[src/hw/rtl/cascaded_biquad_equalizer_assert.svh]
// Assertion macros shared by the equalizer RTL.
// Assumes the including module has clk_i and the active-low reset rst_ni.
`ifndef CASCADED_BIQUAD_EQUALIZER_ASSERT_SVH
`define CASCADED_BIQUAD_EQUALIZER_ASSERT_SVH
`ifndef ASSERT_OFF
// Property that must hold at every clock edge outside reset.
`define CBEQ_ASSERT(lbl, prop, msg) \
  lbl: assert property (@(posedge clk_i) disable iff (!rst_ni) (prop)) else $error(msg);
// Condition in one cycle that implies a result in the following cycle.
`define CBEQ_ASSERT_NEXT(lbl, pre, post, msg) \
  lbl: assert property (@(posedge clk_i) disable iff (!rst_ni) (pre) |=> (post)) else $error(msg);
`else
`define CBEQ_ASSERT(lbl, prop, msg)
`define CBEQ_ASSERT_NEXT(lbl, pre, post, msg)
`endif
`endif

[src/hw/rtl/cbeq_pkg.sv]
// Package for the cascaded biquad equalizer: sizes, codes, control struct
// and the 16-bit saturation function. No dependencies.
package cbeq_pkg;

  // Filter structure.
  localparam int BANDS      = 12;
  localparam int FRAC_BITS  = 15;
  localparam int NCOEF      = 5;
  localparam int COEF_DEPTH = BANDS * NCOEF;

  // Field widths.
  localparam int SAMPLE_W    = 16;
  localparam int COEF_W      = 32;
  localparam int ACC_W       = 32;
  localparam int PROD_W      = 2 * COEF_W;
  localparam int IN_TDATA_W  = 56;
  localparam int OUT_TDATA_W = 16;

  // Address widths for the band and coefficient stores.
  localparam int BAND_W  = (BANDS > 1) ? $clog2(BANDS) : 1;
  localparam int CADDR_W = (COEF_DEPTH > 1) ? $clog2(COEF_DEPTH) : 1;

  // Saturation limits of a section output.
  localparam logic signed [ACC_W-1:0] SAT_MAX = 32'sd32767;
  localparam logic signed [ACC_W-1:0] SAT_MIN = -32'sd32768;

  // Input item kinds carried on tuser.
  typedef enum logic {
    FUNC_FILTER = 1'b0,
    FUNC_COEF   = 1'b1
  } cbeq_func_e;

  // Coefficient order within a band, also the product order of the MAC.
  typedef enum logic [2:0] {
    TERM_B0 = 3'd0,
    TERM_B1 = 3'd1,
    TERM_B2 = 3'd2,
    TERM_A1 = 3'd3,
    TERM_A2 = 3'd4
  } cbeq_term_e;

  // Sequencer states.
  typedef enum logic [2:0] {
    ST_IDLE,
    ST_FETCH,
    ST_MAC,
    ST_DRAIN,
    ST_DONE
  } cbeq_state_e;

  // Controls from the sequencer to the MAC unit.
  typedef struct packed {
    logic       mul_en;
    cbeq_term_e term_sel;
    logic       acc_clr;
    logic       writeback;
  } cbeq_mac_ctrl_t;

  // Clamp a 32-bit sum into the signed 16-bit sample range.
  function automatic logic signed [SAMPLE_W-1:0] sat16(input logic signed [ACC_W-1:0] v);
    logic signed [SAMPLE_W-1:0] r;
    if (v > SAT_MAX) begin
      r = SAT_MAX[SAMPLE_W-1:0];
    end else if (v < SAT_MIN) begin
      r = SAT_MIN[SAMPLE_W-1:0];
    end else begin
      r = v[SAMPLE_W-1:0];
    end
    return r;
  endfunction

endpackage

[src/hw/rtl/cbeq_mac.sv]
// Shared multiply-accumulate unit: one 32x32 multiplier, a Q15 floor shift,
// a wrapping accumulator and the running section sample. Uses cbeq_pkg.
module cbeq_mac import cbeq_pkg::*; (
  input  logic                       clk_i,
  input  logic                       rst_ni,
  input  cbeq_mac_ctrl_t             ctrl_i,
  input  logic                       load_i,
  input  logic signed [SAMPLE_W-1:0] sample_i,
  input  logic signed [COEF_W-1:0]   coef_i,
  input  logic signed [SAMPLE_W-1:0] x1_i,
  input  logic signed [SAMPLE_W-1:0] x2_i,
  input  logic signed [ACC_W-1:0]    y1_i,
  input  logic signed [ACC_W-1:0]    y2_i,
  output logic signed [SAMPLE_W-1:0] x_cur_o,
  output logic signed [ACC_W-1:0]    acc_o
);

  logic signed [ACC_W-1:0]    op;
  logic signed [PROD_W-1:0]   prod_d, prod_q;
  logic signed [PROD_W-1:0]   prod_sh;
  logic signed [ACC_W-1:0]    term;
  logic signed [ACC_W-1:0]    acc_d, acc_q;
  logic signed [SAMPLE_W-1:0] x_cur_d, x_cur_q;
  logic                       prod_v_q, sub_q;

  // Operand select for the current product.
  always_comb begin
    case (ctrl_i.term_sel)
      TERM_B0: op = {{(ACC_W-SAMPLE_W){x_cur_q[SAMPLE_W-1]}}, x_cur_q};
      TERM_B1: op = {{(ACC_W-SAMPLE_W){x1_i[SAMPLE_W-1]}}, x1_i};
      TERM_B2: op = {{(ACC_W-SAMPLE_W){x2_i[SAMPLE_W-1]}}, x2_i};
      TERM_A1: op = y1_i;
      TERM_A2: op = y2_i;
      default: op = '0;
    endcase
  end

  assign prod_d = coef_i * op;

  // Floor the registered product and keep its low 32 bits.
  assign prod_sh = prod_q >>> FRAC_BITS;
  assign term    = prod_sh[ACC_W-1:0];

  // Feedback terms are subtracted; the sum wraps at 32 bits.
  always_comb begin
    if (!prod_v_q) begin
      acc_d = acc_q;
    end else if (sub_q) begin
      acc_d = acc_q - term;
    end else begin
      acc_d = acc_q + term;
    end
  end

  // Next section input: the fresh sample or the clamped section output.
  always_comb begin
    x_cur_d = x_cur_q;
    if (load_i) begin
      x_cur_d = sample_i;
    end else if (ctrl_i.writeback) begin
      x_cur_d = sat16(acc_d);
    end
  end

  // Product valid flag.
  always_ff @(posedge clk_i or negedge rst_ni) begin
    if (!rst_ni) begin
      prod_v_q <= 1'b0;
    end else begin
      prod_v_q <= ctrl_i.mul_en;
    end
  end

  // Datapath registers.
  always_ff @(posedge clk_i) begin
    if (ctrl_i.mul_en) begin
      prod_q <= prod_d;
      sub_q  <= (ctrl_i.term_sel == TERM_A1) || (ctrl_i.term_sel == TERM_A2);
    end
    if (ctrl_i.acc_clr) begin
      acc_q <= '0;
    end else begin
      acc_q <= acc_d;
    end
    x_cur_q <= x_cur_d;
  end

  assign x_cur_o = x_cur_q;
  assign acc_o   = acc_d;

endmodule

[config.mk]
export PLATFORM = sky130hd
export DESIGN_NAME = cbeq_mac
export DESIGN_NICKNAME = d
export VERILOG_FILES = /design/src/hw/rtl/cascaded_biquad_equalizer_assert.svh /design/src/hw/rtl/cbeq_pkg.sv /design/src/hw/rtl/cbeq_mac.sv
export SDC_FILE = /design/constraint.sdc
export NUM_CORES = 2
export LEC_CHECK = 0
export ABC_AREA = 1
export BUFFER_PORTS_ARGS = -buffer_cell sky130_fd_sc_hd__buf_2
export CORE_MARGIN = 4
export CORE_UTILIZATION = 59
export CTS_BUF_LIST = sky130_fd_sc_hd__clkbuf_8
export DETAILED_ROUTE_END_ITERATION = 8
export GPL_TIMING_DRIVEN = 0
export PLACE_DENSITY = 0.81
export SLEW_MARGIN = 5
export SYNTH_ARGS = -nofsm -noshare
export SYNTH_HDL_FRONTEND = slang
export SYNTH_SLANG_ARGS = --single-unit
[constraint.sdc]
create_clock -name clk_i -period 9 [get_ports clk_i]
set_input_delay 1.35 -clock clk_i [delete_from_list [all_inputs] [get_ports clk_i]]
set_output_delay 1.35 -clock clk_i [all_outputs]
set_load 0.02 [all_outputs]
Word level (Yosys, flattened, before mapping)
Index checks and enable logic that the tools add are counted.

Multiply operators: 1. Equality and inequality tests: 4. Reductions and logical operators: 3. Order comparisons: 2. Multiplexer cells: 7. Add/sub/neg operators: 2.

Operators by type and width (count): 32-bit one-hot mux with 5 select lines (1); 16-bit two-way mux (4); 32-bit two-way mux (2); 32-bit by 32-bit multiplier with 47-bit output (1); 32-bit adder (1); 32-bit by 16-bit greater-than comparator with 1-bit output (second input constant) (1); 32-bit by 16-bit less-than comparator with 1-bit output (second input constant) (1); 32-bit subtractor (1); 3-bit by 2-bit equality test with 1-bit output (second input constant) (2); 3-bit by 1-bit equality test with 1-bit output (second input constant) (1); 3-bit equality test (second input constant) (1); 3-bit logical NOT (1); 2-bit nonzero test (1); 1-bit logical OR (1).

Input port bits: 153. Logic and storage cells: 24. Bits in registers: 97.

Longest topological paths before layout
Depth in word-level cells: 8. Depth in mapped cells: 39. Mapped depth without buffers: 37.

Worst setup path before layout
No wires, ideal clock.

Kind: input-to-reg. Start point: input port ctrl_i[4] in the netlist's numbering. End point: register prod_q[46], data pin. Data arrival time: 8.386 ns. Stages: 35. Setup time: 0.252 ns. Path buffers: 3. Slack: 0.362 ns. Cell sequence: inv_1 nand3_2 inv_2 buf_2 buf_2 a22o_1 nor2_1 clkbuf_1 nor2_1 fa_1 fa_1 fa_1 inv_1 fa_1 inv_1 fa_1 inv_1 fa_1 inv_1 fa_1 fa_1 ha_1 nand2_1 nor2_1 inv_1 nor4_1 nand2_1 nand2_1 inv_1 o21ai_1 nand2_1 nand2_1 inv_1 nand2_1 nand2_1.

Longest elaborated chain between the ends: 3. Elaborated cells between the ends (all ways): 7. Classes of those cells: mul: 1; eq/ne: 4; mux: 1; reduce/logical: 1.

RTL lines: start: declaration (line cbeq_mac.sv:6) `input cbeq_mac_ctrl_t ctrl_i,`; 3-bit equality test (tied with other cells) (line cbeq_mac.sv:28) `case (ctrl_i.term_sel)`; 32-bit one-hot mux with 5 select lines * (line cbeq_mac.sv:28); 32-bit by 32-bit multiplier with 47-bit output * (line cbeq_mac.sv:38) `assign prod_d = coef_i * op;`; named net prod_d[46] (line cbeq_mac.sv:19) `logic signed [PROD_W-1:0] prod_d, prod_q;`; end signal: assignment (line cbeq_mac.sv:77) `prod_q <= prod_d;`; end: declaration (line cbeq_mac.sv:19).

Mark *: on every way through the listed nets, which the timed path passes. The rest lies on a longest branch. A chain may end at the register's enable or synchronous reset.

Worst setup path after layout
Start point: input port ctrl_i[4] in the netlist's numbering. End point: register prod_q[45], data pin.

The elaborated chain is that of the path after synthesis.

==> metrics.txt <==
largest net degree at the start of global routing 35; Total Routed Length roughly 130000 um; pins over their slew limit 0; FF+latch count, synth ~80; DRT antenna net count 0; fraction of layout cells with a size suffix above 1 12.1%; CTS tree built; peak fanout along the critical path 10; post-layout min period roughly 9000 ps; Met1 Wirelength approximately 45000 um; die span in y ~250 um; Worst-Margin Slew about 1100 ps; Util after Layout between 60% and 70%; Syn Area/Cell ~7.8 sq um; Longest Clk Path Bufs 2; CP Capture Type flip-flop; syn_nets 5680; Post-route DRC 0; Initial Util slightly below 60%; area of the multi-input gates just under 30000 sq um; simple-gate share of the synthesized area between 20% and 30%; max_cap viols 0; Port Buffers about 190; hold crit path type reg -> reg; CP Launch Type primary input; GRT Util Overall between 30% and 40%; DR WL met2 ~54000 um; DR vias roughly 32000; hold path depth 2; initial antenna violation count 2; placed insts ~5500; dpl hpwl around 110000 um; global route overflow 0; Final nets roughly 6000; fmax around 110 MHz; Core Box Area around 59000 sq um; Area Growth Syn to Fin 12.6%; total CTS buffers 9; post-synthesis adder-cell area fraction between 50 and 60%; IO Pins approximately 200; final clock skew between 10 and 15 ps; clk_lat worst skew slightly below 400 ps; RD Place Congestion 1.06; largest family of logic cells by synthesized area adder cells; critical path arrival between 9000 and 10000 ps; Synth warnings 0; status complete, no violations; vias in the first global route ~32000; Netlist cell types slightly below 50; number of synthesized flops with an enable pin 49; TNS Setup 0 ps; CTS Root Cell clkbuf_8; fin crit share 99.5%; final hold violation count 0; 1st-iter DRT viols between 3000 and 4000; CP required around 9100 ps; Register-to-Register Path Depth 24; max_slew headroom between 20% and 30%; commonest non-fill, non-tap cells in the layout inv_1, nand2_1, fa_1; top routing layer used met5; compound-cell area share of the yosys netlist 3.52%; Post-Synthesis Cells about 4500; FP Rows ~90; filler cell count about 4900; chip width roughly 250 um; critical path class in -> reg; RSZ-0062 raised after global routing yes; register clock-pin slew on the reported worst setup and hold paths 110 ps; Finished Layout Cells between 5000 and 6000; final count of negative-setup-slack endpoints 0; first-pass GRT wire length approximately 190000 um; most common cell after layout, fill and taps aside inv_1; drt pass-1 iters 8; CTS sink count 82; dominant synthesized flop cell edfxtp_1; post-synthesis mux area share 0%; die area roughly 63000 sq um; XOR/XNOR Fraction of Synth Area around 2.3%; hold_ws between 500 and 600 ps; routed len/inst around 23 um; Hold Buf Count CTS 0; Cell Area, Synth about 35000 sq um; sequential share of the synthesized area under 10%; Async SR Flop Fraction 1.22%; Vias/cell 5.77; FF+latch area roughly 2100 sq um; CTS H-Tree Depth 3; WL met3 roughly 19000 um
cell type report:
type	instances	area share [%]
diodes	5	0.0317
plain buffers	150	2.54
clock buffers	9	0.314
clock inverters	7	0.206
inverters	1127	11.0
multi-input cells	3156	73.1
flip-flops and latches	82	5.41
well taps	773	2.45
repair buffers	290	4.94
repair inverters	1	0.0190
Yosys cell counts, drive strengths merged, types with 18 or more instances:
library cell	number	area (sq um)
dfxtp	32	641
nor2	674	2570
a21oi	86	434
edfxtp	49	1470
clkbuf	140	526
nand4	18	113
inv	1100	4130
nand3	98	510
nor3	19	100
ha	194	2430
o21ai	54	270
clkinv	27	101
fa	817	16400
nand2	995	3740
xor2	77	674
sequential cells by signal, indices dropped and copies added, names as in the netlist:
name and count:
acc_q 32, prod_q 32, x_cur_o 16, prod_v_q 1, sub_q 1
worst max-delay path, cell delays in order:
cell        delay, ps
buf_4             130
inv_4              60
nand3_4            90
inv_4              60
buf_12            130
buf_6             130
a22o_1            260
nor2_4            250
buf_6             150
nor2_1             60
fa_1              620
fa_2              500
fa_2              620
clkinvlp_4        220
fa_2              680
fa_1              470
fa_1              590
fa_2              510
fa_1              520
inv_1              50
ha_2              370
inv_1             120
nor3_4            200
nand2_2           140
nor3_4            200
nand4_1           250
o2111ai_2         190
xor2_1            130
logic make-up after synthesis:
logic type	after synthesis
compound gates	210
fa+ha+maj	1011
simple gates	1843
buf+inv	1279
flops	82
xor+xnor	91
timing repair:
action / CTS / global route
pin swaps: 14 / 57
gates cloned: 0 / 5
setup endpoints to repair: 32 / 23
setup buffers: 34 / 64
resized for setup: 202 / 247
routing by layer:
metal  vias up  global-route usage [%]
li1      13700                       -
met1     15700                    51.1
met2      2338                    57.9
met3       608                    14.5
met4         4                    25.3
met5         -                       0
worst paths after layout:
kind                                   endpoint                   from  slack, ps
max in group asynchronous    prod_v_q$_DFF_PN0_                 rst_ni       8220
min in group asynchronous    prod_v_q$_DFF_PN0_                 rst_ni        700
max                        prod_q[45]$_DFFE_PP_              ctrl_i[4]         40
max reg2reg                prod_q[44]$_DFFE_PP_  x_cur_o[15]$_DFFE_PP_        840
min                        acc_q[15]$_SDFF_PP0_   acc_q[15]$_SDFF_PP0_        520
min reg2reg                acc_q[15]$_SDFF_PP0_   acc_q[15]$_SDFF_PP0_        520
stage by stage:
stage / cell area (sq um) / worst slack (ps)
finish: 39500 / 42.0
global route: 39500 / -180
CTS: 38200 / -20.6
detailed placement: 37000 / -2880
global placement: 37000 / -2800
floorplan: 35100 / 362
Power is left out: the tool's default activity adds up to more than one toggle a clock period on the data nets, which glitch-free logic cannot reach.
