$ cat config.mk
export PLATFORM = sky130hd
export DESIGN_NAME = cbeq_ram
export DESIGN_NICKNAME = d
export VERILOG_FILES = /design/src/hw/rtl/cascaded_biquad_equalizer_assert.svh /design/src/hw/rtl/cbeq_ram.sv
export SDC_FILE = /design/constraint.sdc
export NUM_CORES = 1
export LEC_CHECK = 0
export ABC_AREA = 1
export BUFFER_PORTS_ARGS = -buffer_cell sky130_fd_sc_hd__buf_2
export CORE_ASPECT_RATIO = 0.5
export CORE_MARGIN = 4
export CORE_UTILIZATION = 50
export CTS_CLUSTER_DIAMETER = 30
export DETAILED_ROUTE_END_ITERATION = 16
export GPL_ROUTABILITY_DRIVEN = 0
export HOLD_SLACK_MARGIN = 0.15
export PLACE_DENSITY = 0.65
export SLEW_MARGIN = 20
export SYNTH_ARGS = -nofsm -noshare
export SYNTH_HDL_FRONTEND = slang
export SYNTH_SLANG_ARGS = --single-unit
$ cat constraint.sdc
create_clock -name clk_i -period 2.8 [get_ports clk_i]
set_clock_uncertainty 0.2 [all_clocks]
set_input_delay 0.56 -clock clk_i [delete_from_list [all_inputs] [get_ports clk_i]]
set_output_delay 0.56 -clock clk_i [all_outputs]
set_load 0.01 [all_outputs]
$ cat src/hw/rtl/cascaded_biquad_equalizer_assert.svh
// Assertion macros shared by the equalizer RTL.
// Assumes the including module has clk_i and the active-low reset rst_ni.
`ifndef CASCADED_BIQUAD_EQUALIZER_ASSERT_SVH
`define CASCADED_BIQUAD_EQUALIZER_ASSERT_SVH
`ifndef ASSERT_OFF
// Property that must hold at every clock edge outside reset.
`define CBEQ_ASSERT(lbl, prop, msg) \
  lbl: assert property (@(posedge clk_i) disable iff (!rst_ni) (prop)) else $error(msg);
// Condition in one cycle that implies a result in the following cycle.
`define CBEQ_ASSERT_NEXT(lbl, pre, post, msg) \
  lbl: assert property (@(posedge clk_i) disable iff (!rst_ni) (pre) |=> (post)) else $error(msg);
`else
`define CBEQ_ASSERT(lbl, prop, msg)
`define CBEQ_ASSERT_NEXT(lbl, pre, post, msg)
`endif
`endif

$ cat src/hw/rtl/cbeq_ram.sv
// Generic single-write, single-read RAM with a registered read port.
// No dependencies.
module cbeq_ram #(
  parameter int Width = 32,
  parameter int Depth = 16,
  localparam int AddrW = (Depth > 1) ? $clog2(Depth) : 1
) (
  input  logic             clk_i,
  input  logic             we_i,
  input  logic [AddrW-1:0] waddr_i,
  input  logic [Width-1:0] wdata_i,
  input  logic [AddrW-1:0] raddr_i,
  output logic [Width-1:0] rdata_o
);

  logic [Width-1:0] mem_q [Depth];
  logic [Width-1:0] rdata_q;

  // Write port and registered read port.
  always_ff @(posedge clk_i) begin
    if (we_i) begin
      mem_q[waddr_i] <= wdata_i;
    end
    rdata_q <= mem_q[raddr_i];
  end

  assign rdata_o = rdata_q;

endmodule

-- Word-level counts from Yosys, hierarchy flattened
Memories as Yosys holds them, arrays and structs flattened. A register that Yosys moved wholly into a read port is not among the register bits.
Cells that the tools add are included.
W data, S select, Z words.
- register bits after elaboration: 0
- bits in writable memories: 512
- output and inout port bits: 32
- memories: 1
- memory list (name ; words ; bits a word ; read ports ; clocked after memory_dff ; write ports ; RTL line ; text):
    mem_q ; 16 ; 32 ; 1 ; 1 ; 1 ; cbeq_ram.sv:16 ; logic [Width-1:0] mem_q [Depth];
- multiplexer cells: 2
- operators with widths (cell ; number):
    $mux W1 ; 2

-- Logic depth before layout (Yosys ltp)
Gate-level depths: netlist of run 1.
- depth after elaboration: 2
- mapped depth: 10

-- Worst setup path after synthesis of run 1
OpenSTA, ideal clock, no wires.
- path kind: input -> register
- start point: input waddr_i[2]
- end point: memory mem_q[10][0] (enable)
- library setup time: 421 ps
- data arrival time: 2132 ps
- required time: 2179 ps
- setup slack: 47 ps
- stages: 2
- path through: nand3b_1 -> nor2_1
- RTL lines (item ; RTL line ; text):
    start: declaration ; cbeq_ram.sv:10 ; input logic [AddrW-1:0] waddr_i,
    end: declaration ; cbeq_ram.sv:16 ;
No word-level cell before the write port.

-- Final worst setup path of run 1
- start point: register rdata_q[7], in the netlist rdata_o[7], read port of mem_q
- end point: output rdata_o[7]
- RTL lines (item ; RTL line ; text):
    start: declaration ; cbeq_ram.sv:17 ; logic [Width-1:0] rdata_q;
    end: declaration ; cbeq_ram.sv:13 ; output logic [Width-1:0] rdata_o
No word-level cell between the ends.

==> metrics.md, run 1 <==
| Metric | Value |
|---|---|
| First-pass GRT wire length | 81.11 mm |
| Buffers on Ports | 73 |
| Mapped Cells | 2,120 |
| Static Leak | 11.16 nW |
| TritonRoute pass-1 iters | 5 |
| Setup crit end kind | output port |
| Power Internal | 14.71 mW |
| Ports | 74 |
| Largest net degree at the start of global routing | 129 |
| Detail Placement HPWL | 25.60 mm |
| Core Area | 44,250 µm² |
| Post-route ant nets | 0 |
| Fin. max-slew vios | 0 |
| Synth area leader | edfxtp_1 |
| Net count of the mapped netlist | 2,162 |
| Final min period | 1.906 ns |
| Worst path max stage delay | 0.40 ns |
| # fillers | 3,472 |
| Storage element area | 16,020 µm² |
| Slew headroom | 0.3358 |
| Sequential power share | 0.484 |
| #FFs+latches synth | 544 |
| Highest achievable clock rate | 0.5247 GHz |
| Worst Path Arrival | 1.15 ns |
| Synth unique cells | 15 |
| R2r setup slk | 1.55 ns |
| Final Setup Violations | 0 |
| Initial antenna violation count | 0 |
| Gr ovfl total | 0 |
| Synthesized cell area | 22,730 µm² |
| Crit-path leading delay family | flip-flops |
| Drt drc | 0 |
| Clock sink count | 544 |
| Cell Pwr Density | 721.9 nW/µm² |
| Ranking of synthesized cells by area | edfxtp_1 68%, nand2_1 11%, nand3_1 8.5% |
| Starting DRC count in detailed routing | 1,426 |
| Slew @ Worst Pin | 0.9949 ns |
| Period utilization | 0.6806 |
| Register area share after synthesis | 0.7046 |
| Maxcap violations | 0 |
| Die width | 309.5 µm |
| Critical path startpoint category | register |
| Slowest CP cell | dfxtp_1 |
| Sw Share | 0.2224 |
| RR Startpoint | mem_q[15][7] |
| Layout cells sized above 1 | 0.1057 |
| Fin nets | 2,247 |
| CP bufs+invs | 1 |
| Synth top cells by count | 677 x nand2_1, 512 x edfxtp_1, 388 x inv_1 |
| Area share of the largest cell type after synthesis | 0.6764 |
| Worst Hold Path Cells | 1 |
| Gr usage total | 0.2130 |
| Comb power frac | 0.057 |
| Synth-to-layout area growth | 15.25% |
| # H-tree levels | 3 |
| Footprint of the multi-input gates | 4667 µm² |
| FFs w/ async S/R, synth | 0 |
| Crit path cell chain | buf_2 |
| Vias post-DR | 14,460 |
| Ys flop type | edfxtp_1 |
| Most common cell in the netlist | nand2_1 |
| Postcts setup bufs | 0 |
| CTS clock-pin slew for the worst setup and hold paths | 0.06 ns |
| Initial core utilization | 0.5136 |
| Vias in the first global route | 14,250 |
| WL final | 52.00 mm |
| Number of synthesized flops with an enable pin | 512 |
| R2R depth | 6 |
| Hold Path Sink | mem_q[5][0] |
| Clk Tree Root Cell | clkbuf_16 |
| Worst-Skew Late Latency | 0.58 ns |
| Hold_ws | 0.1764 ns |
| RSZ-0062 raised after global routing | no |
| Mapped Avg Cell Area | 10.72 µm² |
| Clock power share | 0.459 |
| Row Count | 54 |
| Fin. Hold Viols | 0 |
| CP required | 2.04 ns |
| Outcome | finished, final reports clean |
| Clock tree from TritonCTS | done |
| Critical path fanouts, max | 1 |
| Maximum VDD drop | 0.0004078 V |
| Setup tns final | 0 ns |
| Synth Warn # | 0 |
| Setup CP Type | register to output port |
| CTS Buffer Depth | 3 |
| Avg WL per Cell | 18.25 µm |
| Die Y | 158.8 µm |
| Antenna diodes | 0 |
| TritonCTS Buffers | 69 |
| Worst r2r dst | rdata_o[7] |
| Worst Hold Class | input port to register |
| Die area | 49,140 µm² |
| Psw | 4.206 mW |
| Vias/cell | 5.074 |
| Hold_sp | wdata_i[0] |
==> placed cells by master, fill, tap and decap left out, drive strengths merged <==
master | Yosys | final
nor2 | 17 | 17
clkbuf | 14 | 91
dlygate4sd3 | 0 | 8
dfxtp | 32 | 32
nand3b | 2 | 2
nand2 | 677 | 677
inv | 390 | 399
clkinv | 0 | 15
clkinvlp | 0 | 8
buf | 91 | 110
edfxtp | 512 | 512
bufinv | 0 | 5
nand3 | 385 | 385
==> what timing repair did <==
item                      CTS  global route
hold endpoints to repair   87             0
hold buffers                8             0
resized for setup           0             0
==> how the worst max path moves through the flow <==
stage / start / endpoint / slack, ns / depth (start not counted)
6_report: rdata_o[7] / rdata_o[7] / 0.89 / 1
5_1_grt: rdata_o[9] / rdata_o[9] / 0.87 / 1
3_3_place_gp: raddr_i[0] / rdata_o[7] / 0.63 / 8
4_1_cts: rdata_o[9] / rdata_o[9] / 0.87 / 1
3_5_place_dp: raddr_i[0] / rdata_o[7] / 0.64 / 8
2_1_floorplan: waddr_i[2] / mem_q[10][0] / 0.05 / 2
==> kinds of logic (layout without fill, tap and decap cells) <==
logic type	after synthesis	after routing	share of synthesized area
and+or+nand+nor	1081	1081	0.2000
DFF	544	544	0.7046
buffers and inverters	495	636	0.09539
==> power by group through the flow <==
stage	Sequential (mW)	Clock [mW]	Combinational, mW
6_report	9.16	8.68	1.08
5_1_grt	9.17	9.18	1.20
4_1_cts	9.16	8.81	1.09
3_5_place_dp	9.33	0	1.07
3_3_place_gp	9.32	0	1.06
2_1_floorplan	9.35	0	0.621
==> layout make-up <==
class	count	area share
Multi-Input combinational cell	1081	0.1782
Sequential cell	544	0.6114
Clock buffer	90	0.07207
Tap cell	588	0.02808
Inverter	390	0.05626
Clock inverter	37	0.01466
Timing Repair Buffer	119	0.03940
==> flip-flops by register name, summed over array words and instances (netlist names) <==
signal	flops
mem_q	512
rdata_o	32
==> routing by layer <==
metal / up-vias / wire length, µm / share of wire / global-route usage
met5: - / 0 / 0 / 0
met4: 0 / 1236 / 0.024 / 0.06181
met3: 88 / 3236 / 0.062 / 0.04127
met2: 449 / 24420 / 0.47 / 0.3439
met1: 6878 / 23100 / 0.44 / 0.2966
li1: 7041 / - / - / -
==> through the flow <==
step	cell area (µm²)	utilization	worst slack (ns)	power, mW	instances
after detailed placement	23840	0.5388	0.6353	10.40	2714
after floorplan	22730	-	0.04730	9.967	2120
after global placement	23840	0.5388	0.6266	10.38	2714
after CTS	26200	0.5919	0.8747	19.06	2849
final	26200	0.5919	0.8943	18.91	2849
after global routing	26200	0.5919	0.8678	19.55	2849
Note: power is estimated with default switching activity, not from simulation.
==> inputs of run 2 (changes only) <==
--- a/config.mk
+++ b/config.mk
@@ -5,7 +5,7 @@
 export SDC_FILE = /design/constraint.sdc
 export NUM_CORES = 1
 export LEC_CHECK = 0
-export ABC_AREA = 1
+export ABC_AREA = 0
 export BUFFER_PORTS_ARGS = -buffer_cell sky130_fd_sc_hd__buf_2
 export CORE_ASPECT_RATIO = 0.5
 export CORE_MARGIN = 4
@@ -14,7 +14,7 @@
 export DETAILED_ROUTE_END_ITERATION = 16
 export GPL_ROUTABILITY_DRIVEN = 0
 export HOLD_SLACK_MARGIN = 0.15
-export PLACE_DENSITY = 0.65
+export PLACE_DENSITY = 0.63
 export SLEW_MARGIN = 20
 export SYNTH_ARGS = -nofsm -noshare
 export SYNTH_HDL_FRONTEND = slang
==> constraint.sdc (replaced) <==
create_clock -name clk_i -period 1.9 [get_ports clk_i]
set_clock_uncertainty 0.2 [all_clocks]
set_input_delay 0.38 -clock clk_i [delete_from_list [all_inputs] [get_ports clk_i]]
set_output_delay 0.38 -clock clk_i [all_outputs]
set_load 0.01 [all_outputs]
==> run 2 against run 1 <==
  * Synthesized area fell by 13%
  * Clock-buffer cell count fell by 17
  * Sequential share of layout area rose by 5.1 points
  * First-iteration DRC count fell by 27%
  * Worst setup slack got worse by 0.72 ns
  * Via count fell by 35%
  * Hold slack improved by 0.073 ns
  * Flip-flop and latch count did not move
  * Critical path depth did not move
  * Core utilization rose by 2.8 points
  * Synthesized cell count fell by 60%
==> metrics.md, run 2 <==
| Metric | Value |
|---|---|
| Outcome | finished, final reports clean |
| Drt drc | 0 (unchanged) |
| Clock power share | 0.431 (-0.028) |
| Placed Area | 21,950 µm² (-7.9%) |
| Pre-CTS setup slack | -0.1860 ns (-0.8213 ns) |
| Initial antenna violation count | 0 (unchanged) |
| Number of synthesized flops with an enable pin | 512 (unchanged) |
| CP required | 1.32 ns (-0.72 ns) |
| Storage element area | 16,020 µm² (unchanged) |
| Met3 Wirelength | 2.782 mm (-14%) |
| Metal2 WL | 20.98 mm (-14%) |
| # H-tree levels | 2 (-1) |
| Crit-path leading delay family | flip-flops |
| Commonest non-fill, non-tap cell in the layout | edfxtp_1 |
| Mapped Avg Cell Area | 23.69 µm² (+120%) |
| Final min period | 1.729 ns |
| Die width | 289.8 µm (-6.4%) |
| Hold_ws | 0.2493 ns (+0.07288 ns) |
| Synth top cells by count | 512 x edfxtp_1, 128 x mux4_2, 64 x a22oi_1 |
| Avg WL per Cell | 26.86 µm (+47%) |
| Psw | 5.251 mW (+25%) |
| Die Y | 148.9 µm (-6.2%) |
| Fin. Hold Viols | 0 (unchanged) |
| Post-CTS sizing | 0 (unchanged) |
| Synth-to-layout area growth | 21.87% |
| Worst path max stage delay | 0.41 ns (about the same) |
| Mapped Cells | 838 (-60%) |
| Largest net degree at the start of global routing | 41 (-68%) |
| CP bufs+invs | 1 (unchanged) |
| Sequential power share | 0.516 (+0.032) |
| Buffers on Ports | 73 (unchanged) |
| XOR/XNOR share of the synthesized area | 0 (unchanged) |
| Core Area | 39,050 µm² (-12%) |
| Fin nets | 1,074 (-52%) |
| Ports | 74 (unchanged) |
| Largest family of logic cells by synthesized area | multiplexers |
| Setup crit end kind | output port |
| Synth unique cells | 18 (+3) |
| Comb power frac | 0.053 (-0.004) |
| Synth Warn # | 0 (unchanged) |
| Post-route worst setup slack | 0.1706 ns (-0.7237 ns) |
| Worst Path Arrival | 1.15 ns (about the same) |
| Sw Share | 0.2010 (-0.02141) |
| First-pass GRT wire length | 64.41 mm (-21%) |
| Clk Tree Root Cell | clkbuf_16 |
| Layout cells sized above 1 | 0.3569 (+0.2512) |
| Metal-1 WL | 18.78 mm (-19%) |
| # fillers | 2,708 (-22%) |
| Die area | 43,150 µm² (-12%) |
| Slowest CP cell | dfxtp_1 |
| Reg with most FFs | mem_q |
| Area share of the largest cell type after synthesis | 0.7744 (+0.09800) |
| Slew @ Worst Pin | 0.4937 ns (-0.5011 ns) |
| Row Count | 51 (-5.6%) |
| Cell Pwr Density | 1080 nW/µm² (+50%) |
| Critical path fanouts, max | 1 (unchanged) |
| Vias/cell | 5.844 (+15%) |
| Fin. max-slew vios | 0 (unchanged) |
| Footprint of the multi-input gates | 3790 µm² (-19%) |
| Slew headroom | 0.6708 (+0.3350) |
| Antenna diodes | 0 (unchanged) |
| Highest achievable clock rate | 0.5782 GHz |
| Gr usage total | 0.2049 (-0.008137) |
| Mux cell area share after synthesis | 0.1452 (+0.1452) |
| CTS clock-pin slew for the worst setup and hold paths | 0.06 ns (about the same) |
| Worst-Skew Late Latency | 0.58 ns (about the same) |
| Max reg flops | 512 (unchanged) |
| Ranking of synthesized cells by area | edfxtp_1 77%, mux4_2 15%, dfxtp_1 3.2% |
| Ys flop type | edfxtp_1 |
| Maxcap violations | 0 (unchanged) |
| Vias post-DR | 9,386 (-35%) |
| Clock sink count | 544 (unchanged) |
| Post-synthesis compound-gate area fraction | 0.02420 (+0.02420) |
| Total Power | 26.13 mW (+38%) |
| Final Setup Violations | 0 (unchanged) |
| RSZ-0062 raised after global routing | no |
| TritonCTS Buffers | 54 (-22%) |
| Initial core utilization | 0.5084 (-0.005233) |
| Period utilization | 0.9102 |
| Synth area leader | edfxtp_1 |
| Most common cell in the netlist | edfxtp_1 |
| Commonest non-fill, non-tap cells in the layout | 512 x edfxtp_1, 128 x mux4_2, 71 x buf_2 |
| Critical path startpoint category | register |
| Post-Synth Adder-Cell Area | 0 (unchanged) |
| Clock tree from TritonCTS | done |
| Maximum VDD drop | 0.0007030 V (+72%) |
| Static Leak | 7.935 nW (-29%) |
| Starting DRC count in detailed routing | 1,042 (-27%) |
| Post-synthesis simple-gate area fraction | 0.01273 (-0.1873) |
| Vias in the first global route | 9,782 (-31%) |
| CTS Buffer Depth | 3 (unchanged) |
| Net count of the mapped netlist | 880 (-59%) |
| FFs w/ async S/R, synth | 0 (unchanged) |
| Gr ovfl total | 0 (unchanged) |
| Post-route ant nets | 0 (unchanged) |
| TritonRoute pass-1 iters | 5 (unchanged) |
| #FFs+latches synth | 544 (unchanged) |
| Top sig layer | met4 |
| Power Internal | 20.88 mW (+42%) |
| Crit path cell chain | buf_2 |
| Synthesized cell area | 19,850 µm² (-13%) |
| Setup CP Type | register to output port |
| WL final | 43.14 mm (-17%) |
| Worst Hold Class | input port to register |
| Fin area | 24,200 µm² (-7.6%) |
| Register area share after synthesis | 0.8067 (+0.1021) |
| Detail Placement HPWL | 23.60 mm (-7.8%) |
-- run 2: worst paths after layout --
kind / slack, ns / endpoint / depth (start not counted) / startpoint
min: 0.25 / rdata_o[10] / 5 / raddr_i[1]
max reg2reg: 0.38 / rdata_o[4] / 3 / mem_q[11][4]
max: 0.17 / rdata_o[30] / 1 / rdata_o[30]
min reg2reg: 0.47 / rdata_o[6] / 3 / mem_q[14][6]
-- run 2: per-stage QoR --
stage | std cells | util | TNS [ns]
after floorplan | 838 | - | -44.28
after global placement | 1474 | 0.5622 | -9.611
after detailed placement | 1474 | 0.5622 | -13.23
after CTS | 1606 | 0.6196 | 0
after global routing | 1606 | 0.6196 | 0
final | 1606 | 0.6196 | 0
-- run 2: power by group through the flow --
stage / clock, mW / sequential [mW] / combinational (mW)
after CTS: 11.5 / 13.5 / 1.40
after detailed placement: 0 / 13.7 / 1.34
after global placement: 0 / 13.7 / 1.32
after floorplan: 0 / 13.8 / 0.663
after global routing: 12.1 / 13.5 / 1.49
final: 11.3 / 13.5 / 1.38
-- run 2: cell families after synthesis --
family	count (synthesis)
muxes	128
DFF	544
AOI/OAI and AO/OA	64
buffers and inverters	43
and+or+nand+nor	59
-- run 2: layout make-up --
cell class / instances / area share
clock inverter: 27 / 0.01727
sequential: 544 / 0.6619
clock buffer: 73 / 0.06216
multi-input combinational: 251 / 0.1566
timing repair buffer: 181 / 0.07462
tap: 530 / 0.02741
-- run 2: routing by layer --
metal	GRT usage	up-vias
met3	0.03808	48
met5	0	-
li1	-	3982
met4	0.03731	0
met1	0.3011	5019
met2	0.3323	337
-- run 2: what timing repair did --
action	in CTS	in global routing
setup buffers	0	0
hold buffers	32	0
setup endpoints to repair	0	0
endpoints found under the hold margin	512	0
