===== config.mk =====
export PLATFORM = sky130hd
export DESIGN_NAME = cbeq_seq
export DESIGN_NICKNAME = d
export VERILOG_FILES = /design/src/hw/rtl/cbeq_pkg.sv /design/src/hw/rtl/cbeq_seq.sv
export VERILOG_INCLUDE_DIRS = /design/src /design/src/hw/rtl
export SDC_FILE = /design/constraint.sdc
export NUM_CORES = 1
export LEC_CHECK = 0
export ABC_AREA = 1
export BUFFER_PORTS_ARGS = -buffer_cell sky130_fd_sc_hd__buf_2
export CORE_MARGIN = 8
export CORE_UTILIZATION = 56
export DETAILED_ROUTE_END_ITERATION = 12
export HOLD_SLACK_MARGIN = 0.03
export PLACE_DENSITY = 0.95
export REMOVE_ABC_BUFFERS = 1
export SYNTH_ARGS = -nofsm -noshare
export SYNTH_HDL_FRONTEND = slang
export SYNTH_SLANG_ARGS = --single-unit

===== constraint.sdc =====
create_clock -name clk_i -period 3.06 [get_ports clk_i]
set_input_delay 0.306 -clock clk_i [delete_from_list [all_inputs] [get_ports clk_i]]
set_output_delay 0.306 -clock clk_i [all_outputs]
set_load 0.05 [all_outputs]

===== src/hw/rtl/cascaded_biquad_equalizer_assert.svh =====
// Assertion macros shared by the equalizer RTL.
// Assumes the including module has clk_i and the active-low reset rst_ni.
`ifndef CASCADED_BIQUAD_EQUALIZER_ASSERT_SVH
`define CASCADED_BIQUAD_EQUALIZER_ASSERT_SVH
`ifndef ASSERT_OFF
// Property that must hold at every clock edge outside reset.
`define CBEQ_ASSERT(lbl, prop, msg) \
  lbl: assert property (@(posedge clk_i) disable iff (!rst_ni) (prop)) else $error(msg);
// Condition in one cycle that implies a result in the following cycle.
`define CBEQ_ASSERT_NEXT(lbl, pre, post, msg) \
  lbl: assert property (@(posedge clk_i) disable iff (!rst_ni) (pre) |=> (post)) else $error(msg);
`else
`define CBEQ_ASSERT(lbl, prop, msg)
`define CBEQ_ASSERT_NEXT(lbl, pre, post, msg)
`endif
`endif


===== src/hw/rtl/cbeq_pkg.sv =====
// Package for the cascaded biquad equalizer: sizes, codes, control struct
// and the 16-bit saturation function. No dependencies.
package cbeq_pkg;

  // Filter structure.
  localparam int BANDS      = 12;
  localparam int FRAC_BITS  = 15;
  localparam int NCOEF      = 5;
  localparam int COEF_DEPTH = BANDS * NCOEF;

  // Field widths.
  localparam int SAMPLE_W    = 16;
  localparam int COEF_W      = 32;
  localparam int ACC_W       = 32;
  localparam int PROD_W      = 2 * COEF_W;
  localparam int IN_TDATA_W  = 56;
  localparam int OUT_TDATA_W = 16;

  // Address widths for the band and coefficient stores.
  localparam int BAND_W  = (BANDS > 1) ? $clog2(BANDS) : 1;
  localparam int CADDR_W = (COEF_DEPTH > 1) ? $clog2(COEF_DEPTH) : 1;

  // Saturation limits of a section output.
  localparam logic signed [ACC_W-1:0] SAT_MAX = 32'sd32767;
  localparam logic signed [ACC_W-1:0] SAT_MIN = -32'sd32768;

  // Input item kinds carried on tuser.
  typedef enum logic {
    FUNC_FILTER = 1'b0,
    FUNC_COEF   = 1'b1
  } cbeq_func_e;

  // Coefficient order within a band, also the product order of the MAC.
  typedef enum logic [2:0] {
    TERM_B0 = 3'd0,
    TERM_B1 = 3'd1,
    TERM_B2 = 3'd2,
    TERM_A1 = 3'd3,
    TERM_A2 = 3'd4
  } cbeq_term_e;

  // Sequencer states.
  typedef enum logic [2:0] {
    ST_IDLE,
    ST_FETCH,
    ST_MAC,
    ST_DRAIN,
    ST_DONE
  } cbeq_state_e;

  // Controls from the sequencer to the MAC unit.
  typedef struct packed {
    logic       mul_en;
    cbeq_term_e term_sel;
    logic       acc_clr;
    logic       writeback;
  } cbeq_mac_ctrl_t;

  // Clamp a 32-bit sum into the signed 16-bit sample range.
  function automatic logic signed [SAMPLE_W-1:0] sat16(input logic signed [ACC_W-1:0] v);
    logic signed [SAMPLE_W-1:0] r;
    if (v > SAT_MAX) begin
      r = SAT_MAX[SAMPLE_W-1:0];
    end else if (v < SAT_MIN) begin
      r = SAT_MIN[SAMPLE_W-1:0];
    end else begin
      r = v[SAMPLE_W-1:0];
    end
    return r;
  endfunction

endpackage


===== src/hw/rtl/cbeq_seq.sv =====
// Sequencer of the equalizer: walks the bands and the five products of each
// band through the shared MAC unit. Uses cbeq_pkg and the assertion macros.
`include "cascaded_biquad_equalizer_assert.svh"
module cbeq_seq import cbeq_pkg::*; (
  input  logic               clk_i,
  input  logic               rst_ni,
  input  logic               start_i,
  input  logic               out_free_i,
  output logic               idle_o,
  output logic [BAND_W-1:0]  band_o,
  output logic [CADDR_W-1:0] coef_raddr_o,
  output cbeq_mac_ctrl_t     ctrl_o,
  output logic               out_load_o
);

  localparam logic [BAND_W-1:0]  LastBand = BAND_W'(BANDS - 1);
  localparam logic [CADDR_W-1:0] LastCoef = CADDR_W'(COEF_DEPTH - 1);

  cbeq_state_e        state_d, state_q;
  logic [BAND_W-1:0]  band_d, band_q;
  logic [CADDR_W-1:0] caddr_d, caddr_q;
  cbeq_term_e         k_d, k_q;
  logic               caddr_inc;

  // State and counters.
  always_ff @(posedge clk_i or negedge rst_ni) begin
    if (!rst_ni) begin
      state_q <= ST_IDLE;
      band_q  <= '0;
      caddr_q <= '0;
      k_q     <= TERM_B0;
    end else begin
      state_q <= state_d;
      band_q  <= band_d;
      caddr_q <= caddr_d;
      k_q     <= k_d;
    end
  end

  // Next state and controls.
  always_comb begin
    state_d    = state_q;
    band_d     = band_q;
    k_d        = k_q;
    caddr_inc  = 1'b0;
    ctrl_o     = '{mul_en: 1'b0, term_sel: k_q, acc_clr: 1'b0, writeback: 1'b0};
    out_load_o = 1'b0;
    case (state_q)
      ST_IDLE: begin
        if (start_i) begin
          band_d  = '0;
          state_d = ST_FETCH;
        end
      end
      ST_FETCH: begin
        ctrl_o.acc_clr = 1'b1;
        caddr_inc      = 1'b1;
        k_d            = TERM_B0;
        state_d        = ST_MAC;
      end
      ST_MAC: begin
        ctrl_o.mul_en = 1'b1;
        if (k_q == TERM_A2) begin
          state_d = ST_DRAIN;
        end else begin
          caddr_inc = 1'b1;
          k_d       = cbeq_term_e'(3'(k_q + 3'd1));
        end
      end
      ST_DRAIN: begin
        ctrl_o.writeback = 1'b1;
        if (band_q == LastBand) begin
          state_d = ST_DONE;
        end else begin
          band_d  = band_q + BAND_W'(1);
          state_d = ST_FETCH;
        end
      end
      ST_DONE: begin
        if (out_free_i) begin
          out_load_o = 1'b1;
          state_d    = ST_IDLE;
        end
      end
      default: state_d = ST_IDLE;
    endcase
  end

  // Coefficients are read in store order, wrapping back to the first band.
  always_comb begin
    caddr_d = caddr_q;
    if (state_q == ST_IDLE && start_i) begin
      caddr_d = '0;
    end else if (caddr_inc) begin
      caddr_d = (caddr_q == LastCoef) ? '0 : caddr_q + CADDR_W'(1);
    end
  end

  assign idle_o       = (state_q == ST_IDLE);
  assign band_o       = band_q;
  assign coef_raddr_o = caddr_q;

  `CBEQ_ASSERT_NEXT(a_start_fetch, start_i && state_q == ST_IDLE, state_q == ST_FETCH && band_q == '0, "sample start did not begin at the first band")
  `CBEQ_ASSERT_NEXT(a_drain_next, state_q == ST_DRAIN && band_q != LastBand, state_q == ST_FETCH, "band write-back not followed by next band fetch")
  `CBEQ_ASSERT(a_drain_after_a2, state_q != ST_DRAIN || ($past(state_q) == ST_MAC && $past(k_q) == TERM_A2), "write-back without all five products")

endmodule


Yosys cells after proc, flatten, opt, wreduce, memory -nomap -nowiden
Index checks and enable logic that the tools add are counted.
{"block": "op_classes", "div_mod_pow": 0, "n_mux": 20, "eq_ne": 12, "n_shift": 0, "addsub": 3, "magnitude_cmp": 0, "reduce_logical": 8, "n_bitwise": 0, "multipliers": 0}
{"operator": "2-to-1 mux 6 bit", "n": 3}
{"operator": "2-to-1 mux 3 bit", "n": 5}
{"operator": "one-hot mux 3 bit (5 select lines)", "n": 1}
{"operator": "inequality test 2 bit, second input constant", "n": 5}
{"operator": "2-to-1 mux 4 bit", "n": 2}
{"operator": "one-hot mux 4 bit (2 select lines)", "n": 1}
{"operator": "adder 6 x 1 -> 6 bit, second input constant", "n": 1}
{"operator": "equality test 3 x 2 -> 1 bit, second input constant", "n": 2}
{"operator": "equality test 3 bit, second input constant", "n": 2}
{"operator": "equality test 6 bit, second input constant", "n": 1}
{"operator": "2-to-1 mux 1 bit", "n": 6}
{"operator": "one-hot mux 3 bit (2 select lines)", "n": 1}
{"operator": "AND reduction 3 bit", "n": 2}
{"operator": "nonzero test 2 bit", "n": 3}
{"operator": "adder 4 x 1 -> 4 bit, second input constant", "n": 1}
{"operator": "equality test 4 bit, second input constant", "n": 1}
{"operator": "adder 3 x 1 -> 3 bit, second input constant", "n": 1}
{"operator": "equality test 3 x 1 -> 1 bit, second input constant", "n": 1}
{"operator": "zero test 3 bit", "n": 1}
{"operator": "one-hot mux 1 bit (2 select lines)", "n": 1}
{"operator": "AND reduction 2 bit", "n": 1}
{"operator": "logical AND 1 bit", "n": 1}
{"block": "totals", "rom_bits": 0, "ramBits": 0, "reg_bits": 16, "memories": 0, "out_inout_bits": 18, "latch_bits": 0, "elab_cells": 47}

Longest topological paths before layout
Gate-level depths: netlist of run 1.
{"block": "depth", "ltp_word": 5, "mapped_depth": 9, "depth_no_buf": 9}

Worst setup path after synthesis of run 1
Ideal clock, no wire load.
{"block": "synth_path", "path_kind": "register to output", "from": "reg state_q[1]", "to": "out out_load_o", "required_time_ps": 2754, "path_slack_ps": 787, "t_arrival_ps": 1967, "path_stages_with_launch": 2, "path_buffers": 0, "path_cell_list": "dfrtp_1 > nor4_1"}
{"block": "synth_between", "elab_chain_len": 2}
{"element": "start: declaration", "line_no": "cbeq_seq.sv:19", "rtl": "cbeq_state_e state_d, state_q;"}
{"element": "start signal: assignment", "line_no": "cbeq_seq.sv:33", "rtl": "state_q <= state_d;"}
{"element": "equality test 3 bit", "line_no": "cbeq_seq.sv:48", "rtl": "case (state_q)"}
{"element": "2-to-1 mux 1 bit", "line_no": "cbeq_seq.sv:48"}
{"element": "end: declaration", "line_no": "cbeq_seq.sv:13", "rtl": "output logic out_load_o"}
No other way between the ends.

==> out/results.ini, run 1 <==
[floorplanning]
die_area_um2 = 3270
ioPinCount = 22
die_h_um = 57.2
start_util_pct = 57.5
rows = 15
fp.dieW_um = 57.2
core_um2 = 1650

[yosys]
avgSynthCellArea_um2 = 8.26
syn-cell-area_um2 = 950
yosys.area_share.xor_xnor_pct = 4.61
synth-seq-cells = 16
synth_compound_area_share_pct = 7.64
netlist_instances = 115
synth_area_leaders = dfrtp_1 42%, nand2_1 12%, nand3_1 6.9%
synth_cell_types = 23
synth_top_family_by_area = simple AND/OR/NAND/NOR gates
yosysTopAreaCellShare_pct = 42.2
synth_mux_area_share_pct = 0
yosysWarningCount = 0
yosys.area_share.adder_pct = 5.27
synth-simple-area-share_pct = 33.6
yosysSeqAreaShare_pct = 42.2
synth_top_cell_by_area = dfrtp_1

[timing]
tightest_slew_ns = 0.351
rsz0062_at_grt = no
timing.setup.tns_ns = 0
holdWs_ns = 0.321
setup_viol = 0
slew_headroom_pct = 76.6
clock_skew_ns = 0.00125
fin_crit_ns = 1.74
hold_viol_final = 0
setup_ws_ns = 1.32
period_share_pct = 56.8
drv_slew = 0
fmax_mhz = 576

[critical_path]
worstSetupPathType = reg2out
critPathBufInv = 2
crit_path_max_incr_delay_ns = 0.43
cp.required_ns = 2.75
start_kind = flip-flop
cp_slowest_cell = dfrtp_1
cp_cell_sequence = inv_2 -> nand2_1 -> nor2_4 -> buf_2
critPathArrivalTime_ns = 1.43
end_kind = primary output
r2r-end = coef_raddr_o[5]$_DFFE_PN0P_
r2r_cells = 8
r2r_setup_slack_ns = 1.64
r2r_start = coef_raddr_o[0]$_DFFE_PN0P_
crit_family = flip-flops
path_max_fanout = 7

[clock_tree]
worstSkewPairLatency_ns = 0.30
ctsResizeCount = 0
htreeDepth = 1
path_clk_slew_ns = 0.10
clock_sinks = 16
cts_hold_buf = 1
clockBufferDepth = 2
clock-root-buffer = clkbuf_4
post_cts_buffers = 0
numCtsBuffers = 3
cts_tree = built

[power_and_ir_drop]
power_density_nw_per_um2 = 1210
power_leakage_nw = 0.640
p_total_mw = 1.35
ir_drop_mv = 0.677

[grt]
grt_pass1_wl_um = 3880
grt_max_degree = 17
grt.overflow.total = 0
grt_pass1_vias = 896
antenna_found_initial = 0
grt_usage_pct = 14.7

[min_path]
hold_class = in2reg
hold_path.startpoint = start_i
worstHoldEndpoint = state_q[0]$_DFFE_PN0P_
holdPathStages = 3

[cells_and_area]
fin_nets = 150
antenna_cells = 0
final_layout_size_suffix_gt1_share_pct = 29.8
area_growth_pct = 18.2
finalNonFillerCells = 158

[drt]
wl_um = 2190
wire_per_inst_um = 13.9
initialDrtViolationCount = 34
avgViaCountPerCell = 5.65
first_pass_iters = 5
vias = 893
route.detailed.drc = 0
drtAntennaViolNets = 0

[placed_design]
portBuffers = 21
routabilityCongestion = 0.802
dp_slack_ns = 1.66
dp.cells = 153
hpwlAfterDp_um = 1680

[run_status]
status = completed

[job]
cap_violations = 0

-- through the flow --
step	instance area, µm²	utilization, %
2_1_floorplan	950	-
3_3_place_gp	1080	65.2
3_5_place_dp	1080	65.2
4_1_cts	1120	68.0
5_1_grt	1120	68.0
6_report	1120	68.0
-- cell families (layout without fill, tap and decap cells) --
group / Yosys count / count (layout)
AOI/OAI and AO/OA: 12 / 12
and+or+nand+nor: 61 / 61
DFF: 16 / 16
adders and majority gates: 4 / 4
xor gates and xnor gates: 5 / 5
buffers and inverters: 17 / 43
-- layout make-up --
| type | instances | area [µm²] |
|---|---|---|
| Clock buffer | 4 | 36.3 |
| Fill cell | 136 | 529 |
| Inverter | 17 | 63.8 |
| Tap cell | 17 | 21.3 |
| Timing Repair Buffer | 22 | 115 |
| Multi-Input combinational cell | 82 | 485 |
| Sequential cell | 16 | 400 |
-- tightest hold or removal path, delay by kind of cell --
family	cells	cell delay (ns)
AOI/OAI and AO/OA	1	0.09
buffers and inverters	1	0.09
and+or+nand+nor	1	0.09
-- Yosys cell counts, drive strengths merged --
cell,number
inv,17
nor2,9
xor2,4
ha,4
o21bai,1
nand2,33
nor4,1
nand3,15
a31o,1
o21ai,9
dfrtp,16
xnor2,1
nand4,3
o211ai,1
-- report_power, final --
part / internal, mW / leakage [nW] / switching, mW
sequential: 0.284 / 0.210 / 0.0898
clock: 0.0726 / 0.0210 / 0.0736
combinational: 0.211 / 0.409 / 0.622
-- worst max-delay path by stage --
stage / startpoint / endpoint / slack, ns / depth (start not counted)
CTS: state_q[2]$_DFFE_PN0P_ / out_load_o / 1.33 / 3
finish: state_q[2]$_DFFE_PN0P_ / ctrl_o[0] / 1.32 / 4
floorplan: state_q[1]$_DFFE_PN0P_ / out_load_o / 0.79 / 1
global placement: state_q[2]$_DFFE_PN0P_ / ctrl_o[0] / 1.72 / 4
detailed placement: state_q[2]$_DFFE_PN0P_ / out_load_o / 1.66 / 3
global route: state_q[2]$_DFFE_PN0P_ / ctrl_o[0] / 1.26 / 4
-- flip-flops by register name, summed over array words and instances, names as in the netlist --
signal,cells
band_o,4
k_q,3
coef_raddr_o,6
state_q,3
-- cell usage in the layout (no fill, tap or decap) --
cell type / instances
o211ai_1: 1
nor2_1: 5
o21bai_1: 1
nand3_2: 2
nor2_8: 1
nand3_1: 13
dfrtp_1: 16
o21ai_0: 4
buf_2: 21
nand2_2: 1
nand4_1: 3
nor4_1: 1
clkbuf_8: 1
inv_1: 11
xor2_1: 4
nand2_4: 2
inv_2: 6
clkbuf_4: 3
nand2_1: 30
o21ai_2: 1
ha_1: 4
nor2_2: 1
dlygate4sd3_1: 1
o21ai_1: 4
xnor2_1: 1
a31o_2: 1
nor2_4: 2
-- routing by layer --
metal / vias up / track usage [%] / wire (µm)
met5: - / 0 / 0
met4: 0 / 8.72 / 68
met3: 10 / 4.66 / 145
met2: 39 / 25.4 / 1160
met1: 420 / 14.9 / 821
li1: 424 / - / -
(Power assumes the default switching activity.)
==> run 2, diff against run 1 <==
- CORE_UTILIZATION: 56 -> 47
- PLACE_DENSITY: 0.95 -> 0.86
- clock period: 3.06 -> 1.4 ns (I/O delays scaled with it)
==> run 2 against run 1 <==
The flow now finishes with violations (setup timing). Final area rose by 17%. Clock power grew 120%. Global-route usage decreased by 1.7 points. Critical path depth is the same. First-iteration DRC count increased by 5.9%. Total power rose to 2.5 times the previous value.
==> out/results.ini, run 2 (same netlist as run 1, synthesis figures left out) <==
[drt]
route.detailed.drc = 0
first_pass_iters = 4
vias = 933
wl_um = 2520
drtAntennaViolNets = 0
initialDrtViolationCount = 36
avgViaCountPerCell = 5.21
wire_per_inst_um = 14.1

[min_path]
hold_path.startpoint = start_i
hold_class = in2reg
holdPathStages = 3
worstHoldEndpoint = state_q[0]$_DFFE_PN0P_

[timing]
clock_skew_ns = 0.00121
drv_slew = 0
setup_ws_ns = -0.0472
period_share_pct = 103
timing.setup.tns_ns = -0.0798
slew_headroom_pct = 76.0
tightest_slew_ns = 0.361
rsz0062_at_grt = yes
hold_viol_final = 0
setup_viol = 4
fmax_mhz = 691
fin_crit_ns = 1.45

[critical_path]
start_kind = flip-flop
worstSetupPathType = reg2out
critPathArrivalTime_ns = 1.31
r2r_setup_slack_ns = 0.03
cp_cell_sequence = inv_2 -> nand2_2 -> nor2_4 -> buf_8
cp_slowest_cell = dfrtp_1
end_kind = primary output
crit_path_max_incr_delay_ns = 0.41
r2r_start = state_q[0]$_DFFE_PN0P_
r2r-end = coef_raddr_o[2]$_DFFE_PN0P_
path_max_fanout = 6
cp.required_ns = 1.26
r2r_cells = 7

[grt]
antenna_found_initial = 0
grt.overflow.total = 0
grt_pass1_vias = 854
grt_max_degree = 17
grt_pass1_wl_um = 3600
grt_usage_pct = 12.9

[cells_and_area]
final_cell_mix = 29 x nand2_1, 16 x buf_2, 15 x dfrtp_1
antenna_cells = 0
final_layout_size_suffix_gt1_share_pct = 39.5
postLayoutCoreUtil_pct = 67.4
finalNonFillerCells = 179
n_fill_cell = 169
final_common_cell = nand2_1
largest_reg_flops = 6
fin_nets = 161
area_growth_pct = 37.8

[placed_design]
dp_slack_ns = 0.0362
routabilityCongestion = 0.836
portBuffers = 21
hpwlAfterDp_um = 1680
dp.cells = 164

[run_status]
status = finished with violations
violations = setup timing

[power_and_ir_drop]
ir_drop_mv = 2.06
power.internal_mw = 1.55
netSwitchingFraction_pct = 55.0
clkPwrFrac_pct = 9.2
power_density_nw_per_um2 = 2630
seq_power_share_pct = 23.9
combPwrFrac_pct = 66.9
power_leakage_nw = 0.702
p_sw_mw = 1.89

[job]
cap_violations = 0

[floorplanning]
ioPinCount = 22
rows = 16
fp.dieW_um = 61.0
die_h_um = 61.0
core_um2 = 1940
start_util_pct = 48.9
die_area_um2 = 3710

[clock_tree]
clock_sinks = 16
path_clk_slew_ns = 0.10
clockBufferDepth = 2
numCtsBuffers = 3
clock-root-buffer = clkbuf_4
cts_tree = built
worstSkewPairLatency_ns = 0.29
htreeDepth = 1

-- run 2: cell type report --
type,count,area (µm²),area share (%)
clock buffer,4,36.3,2.77
multi-input combinational,83,529,40.4
sequential,16,402,30.7
timing repair buffer,32,241,18.5
inverter,17,66.3,5.07
tap,27,33.8,2.58
-- run 2: worst max-delay path, delay by kind of cell, from the launching register on --
kind	cells	cell delay (ns)
flops	1	0.41
simple gates	2	0.29
buf+inv	2	0.31
-- run 2: worst max-delay path by stage --
stage,to,start,cells after the start
after floorplan,out_load_o,state_q[1]$_DFFE_PN0P_,1
after global placement,coef_raddr_o[5]$_DFFE_PN0P_,coef_raddr_o[0]$_DFFE_PN0P_,8
after detailed placement,coef_raddr_o[5]$_DFFE_PN0P_,k_q[0]$_DFFE_PN0P_,9
after CTS,ctrl_o[0],state_q[2]$_DFFE_PN0P_,4
after global routing,ctrl_o[0],state_q[2]$_DFFE_PN0P_,4
final,ctrl_o[0],state_q[2]$_DFFE_PN0P_,4
-- run 2: timing repair --
item	4_1_cts	5_1_grt
endpoints found under the hold margin	16	0
resized for setup	8	14
hold buffers	1	0
setup buffers	2	7
endpoints found under the setup margin	5	10
pin swaps	0	2
gates cloned	0	1
-- run 2: layer usage --
metal | up-vias | wire length (µm) | global-route usage (%) | part of all wire [%]
met1 | 443 | 1020 | 14.3 | 40
met3 | 6 | 153 | 3.60 | 6.1
met5 | - | 0 | 0 | 0
met4 | 0 | 31 | 6.31 | 1.2
met2 | 35 | 1320 | 22.2 | 52
li1 | 449 | - | - | -
-- run 2: through the flow --
step                hold slack, ns  area, µm²  power [mW]
floorplan                   -0.156        950        2.24
global placement            0.0724       1100        2.60
detailed placement          0.0773       1100        2.66
CTS                          0.191       1180        3.08
global route                 0.194       1310        3.67
finish                       0.194       1310        3.44
-- run 2: power by group through the flow --
| stage | combinational (mW) | sequential (mW) | clock [mW] |
|---|---|---|---|
| 2_1_floorplan | 1.02 | 1.22 | 0 |
| 3_3_place_gp | 1.80 | 0.799 | 0 |
| 3_5_place_dp | 1.85 | 0.810 | 0 |
| 4_1_cts | 1.96 | 0.799 | 0.316 |
| 5_1_grt | 2.48 | 0.849 | 0.345 |
| 6_report | 2.30 | 0.823 | 0.315 |
==> run 3, diff against run 2 <==
- CORE_UTILIZATION: 47 -> 52
- PLACE_DENSITY: 0.86 -> 0.89
- clock period: 1.4 -> 1.65 ns (I/O delays scaled with it)
==> run 3 against run 2 <==
The flow now finishes without violations. Routed wire length down 20%. Clock-buffer cell count unchanged. Setup slack better by 0.13 ns. Sequential power down 16%. Final area fell by 13%. Clock power down 15%. Flip-flop and latch count unchanged. Worst hold slack got worse by 0.015 ns. Clock skew is 0.0031 ns higher. Sequential share of layout area grew 4.7 points. Critical path type unchanged. Critical endpoint unchanged. Highest routed layer unchanged.
==> out/results.ini, run 3 (same netlist as run 1, synthesis figures left out) <==
[grt]
grt_max_degree = 17
grt.overflow.total = 0
grt_pass1_vias = 835
antenna_found_initial = 0
grt_pass1_wl_um = 3500
grt_usage_pct = 12.9

[timing]
timing.setup.tns_ns = 0
tightest_slew_ns = 0.358
fmax_mhz = 637
setup_viol = 0
slew_headroom_pct = 76.1
fin_crit_ns = 1.57
period_share_pct = 95.1
clock_skew_ns = 0.00427
rsz0062_at_grt = no
hold_viol_final = 0
drv_slew = 0

[critical_path]
end_kind = primary output
start_kind = flip-flop
cp_slowest_cell = dfrtp_1
critPathArrivalTime_ns = 1.40
cp_cell_sequence = inv_2 -> nand2_1 -> nor2_4 -> buf_2
cp.required_ns = 1.48
worstSetupPathType = reg2out
crit_path_max_incr_delay_ns = 0.43
path_max_fanout = 7

[cells_and_area]
antenna_cells = 0
final_cell_mix = 30 x nand2_1, 21 x buf_2, 16 x dfrtp_1
postLayoutCoreUtil_pct = 65.6
area_growth_pct = 19.2
final_common_cell = nand2_1
final_layout_size_suffix_gt1_share_pct = 29.8
fin_nets = 150
stdcell_area_um2 = 1130
n_fill_cell = 169
largest_reg_flops = 6

[placed_design]
routabilityCongestion = 0.827
hpwlAfterDp_um = 1610
portBuffers = 21
placed_area_um2 = 1090

[floorplanning]
die_area_um2 = 3450
die_h_um = 58.7
ioPinCount = 22
core_um2 = 1730
fp.dieW_um = 58.7
rows = 15
start_util_pct = 55.0

[clock_tree]
path_clk_slew_ns = 0.10
ctsResizeCount = 0
clock-root-buffer = clkbuf_4
cts_tree = built
numCtsBuffers = 3
htreeDepth = 1
clock_sinks = 16
clockBufferDepth = 2
worstSkewPairLatency_ns = 0.29

[job]
cap_violations = 0

[min_path]
hold_class = in2reg

[power_and_ir_drop]
p_total_mw = 2.49
ir_drop_mv = 1.21
power_density_nw_per_um2 = 2200
power_leakage_nw = 0.640

[drt]
avgViaCountPerCell = 5.11
drtAntennaViolNets = 0
first_pass_iters = 4
wl_um = 2010
route.detailed.drc = 0
vias = 849
wire_per_inst_um = 12.1
initialDrtViolationCount = 18

[run_status]
status = completed

==> run 3: cell types whose count changed in the layout (fill, tap and decap cells not counted), moves of 2 or more <==
cell / change
buf_4: -10
buf_8: -3
nor2_4: -2
buf_2: +5
==> run 3: final timing paths <==
check                                            start                     endpoint  slack [ns]  depth (start not counted)
hold reg to reg                  band_o[0]$_DFFE_PN0P_        band_o[0]$_DFFE_PN0P_        0.55                          1
setup reg to reg           coef_raddr_o[0]$_DFFE_PN0P_  coef_raddr_o[5]$_DFFE_PN0P_        0.29                          8
hold / removal                                 start_i       state_q[0]$_DFFE_PN0P_        0.18                          3
max in group asynchronous                       rst_ni  coef_raddr_o[4]$_DFFE_PN0P_        1.08                          2
min in group asynchronous                       rst_ni        band_o[1]$_DFFE_PN0P_        0.30                          2
setup / recovery                state_q[2]$_DFFE_PN0P_                    ctrl_o[0]        0.08                          4
==> run 3: layer usage <==
metal | share of wire [%] | global-route usage, %
met5 | 0 | 0
met1 | 40 | 13.9
met2 | 52 | 22.9
met3 | 6.1 | 2.61
met4 | 2.2 | 7.17
==> run 3: where the power goes <==
part | switching (mW) | internal, mW
Clock | 0.133 | 0.135
Combinational | 1.14 | 0.390
Sequential | 0.166 | 0.527
==> run 3: area by class of cell <==
cell class                 instances  area (µm²)  area share (%)
clock buffer                       4        36.3            3.20
inverter                          17        63.8            5.64
multi-input combinational         82         485            42.9
sequential                        16         400            35.4
tap                               25        31.3            2.76
timing repair buffer              22         115            10.2
==> run 3: critical path: cells and delay by family, from the launching register on <==
family	cells	cell delay (ns)
flip-flops	1	0.43
buffers and inverters	2	0.42
AND/OR/NAND/NOR	2	0.26
==> run 3: per-stage QoR <==
stage / cells / setup WS (ns) / hold WS [ns]
final: 166 / 0.0814 / 0.180
after global placement: 161 / 0.359 / 0.0946
after detailed placement: 161 / 0.322 / 0.102
after floorplan: 115 / -0.482 / -0.131
after global routing: 166 / 0.000828 / 0.200
after CTS: 166 / 0.0766 / 0.186
==> run 3: repair_timing <==
item,CTS,global route
buffers inserted,0,0
hold buffers,1,0
endpoints found under the hold margin,16,0
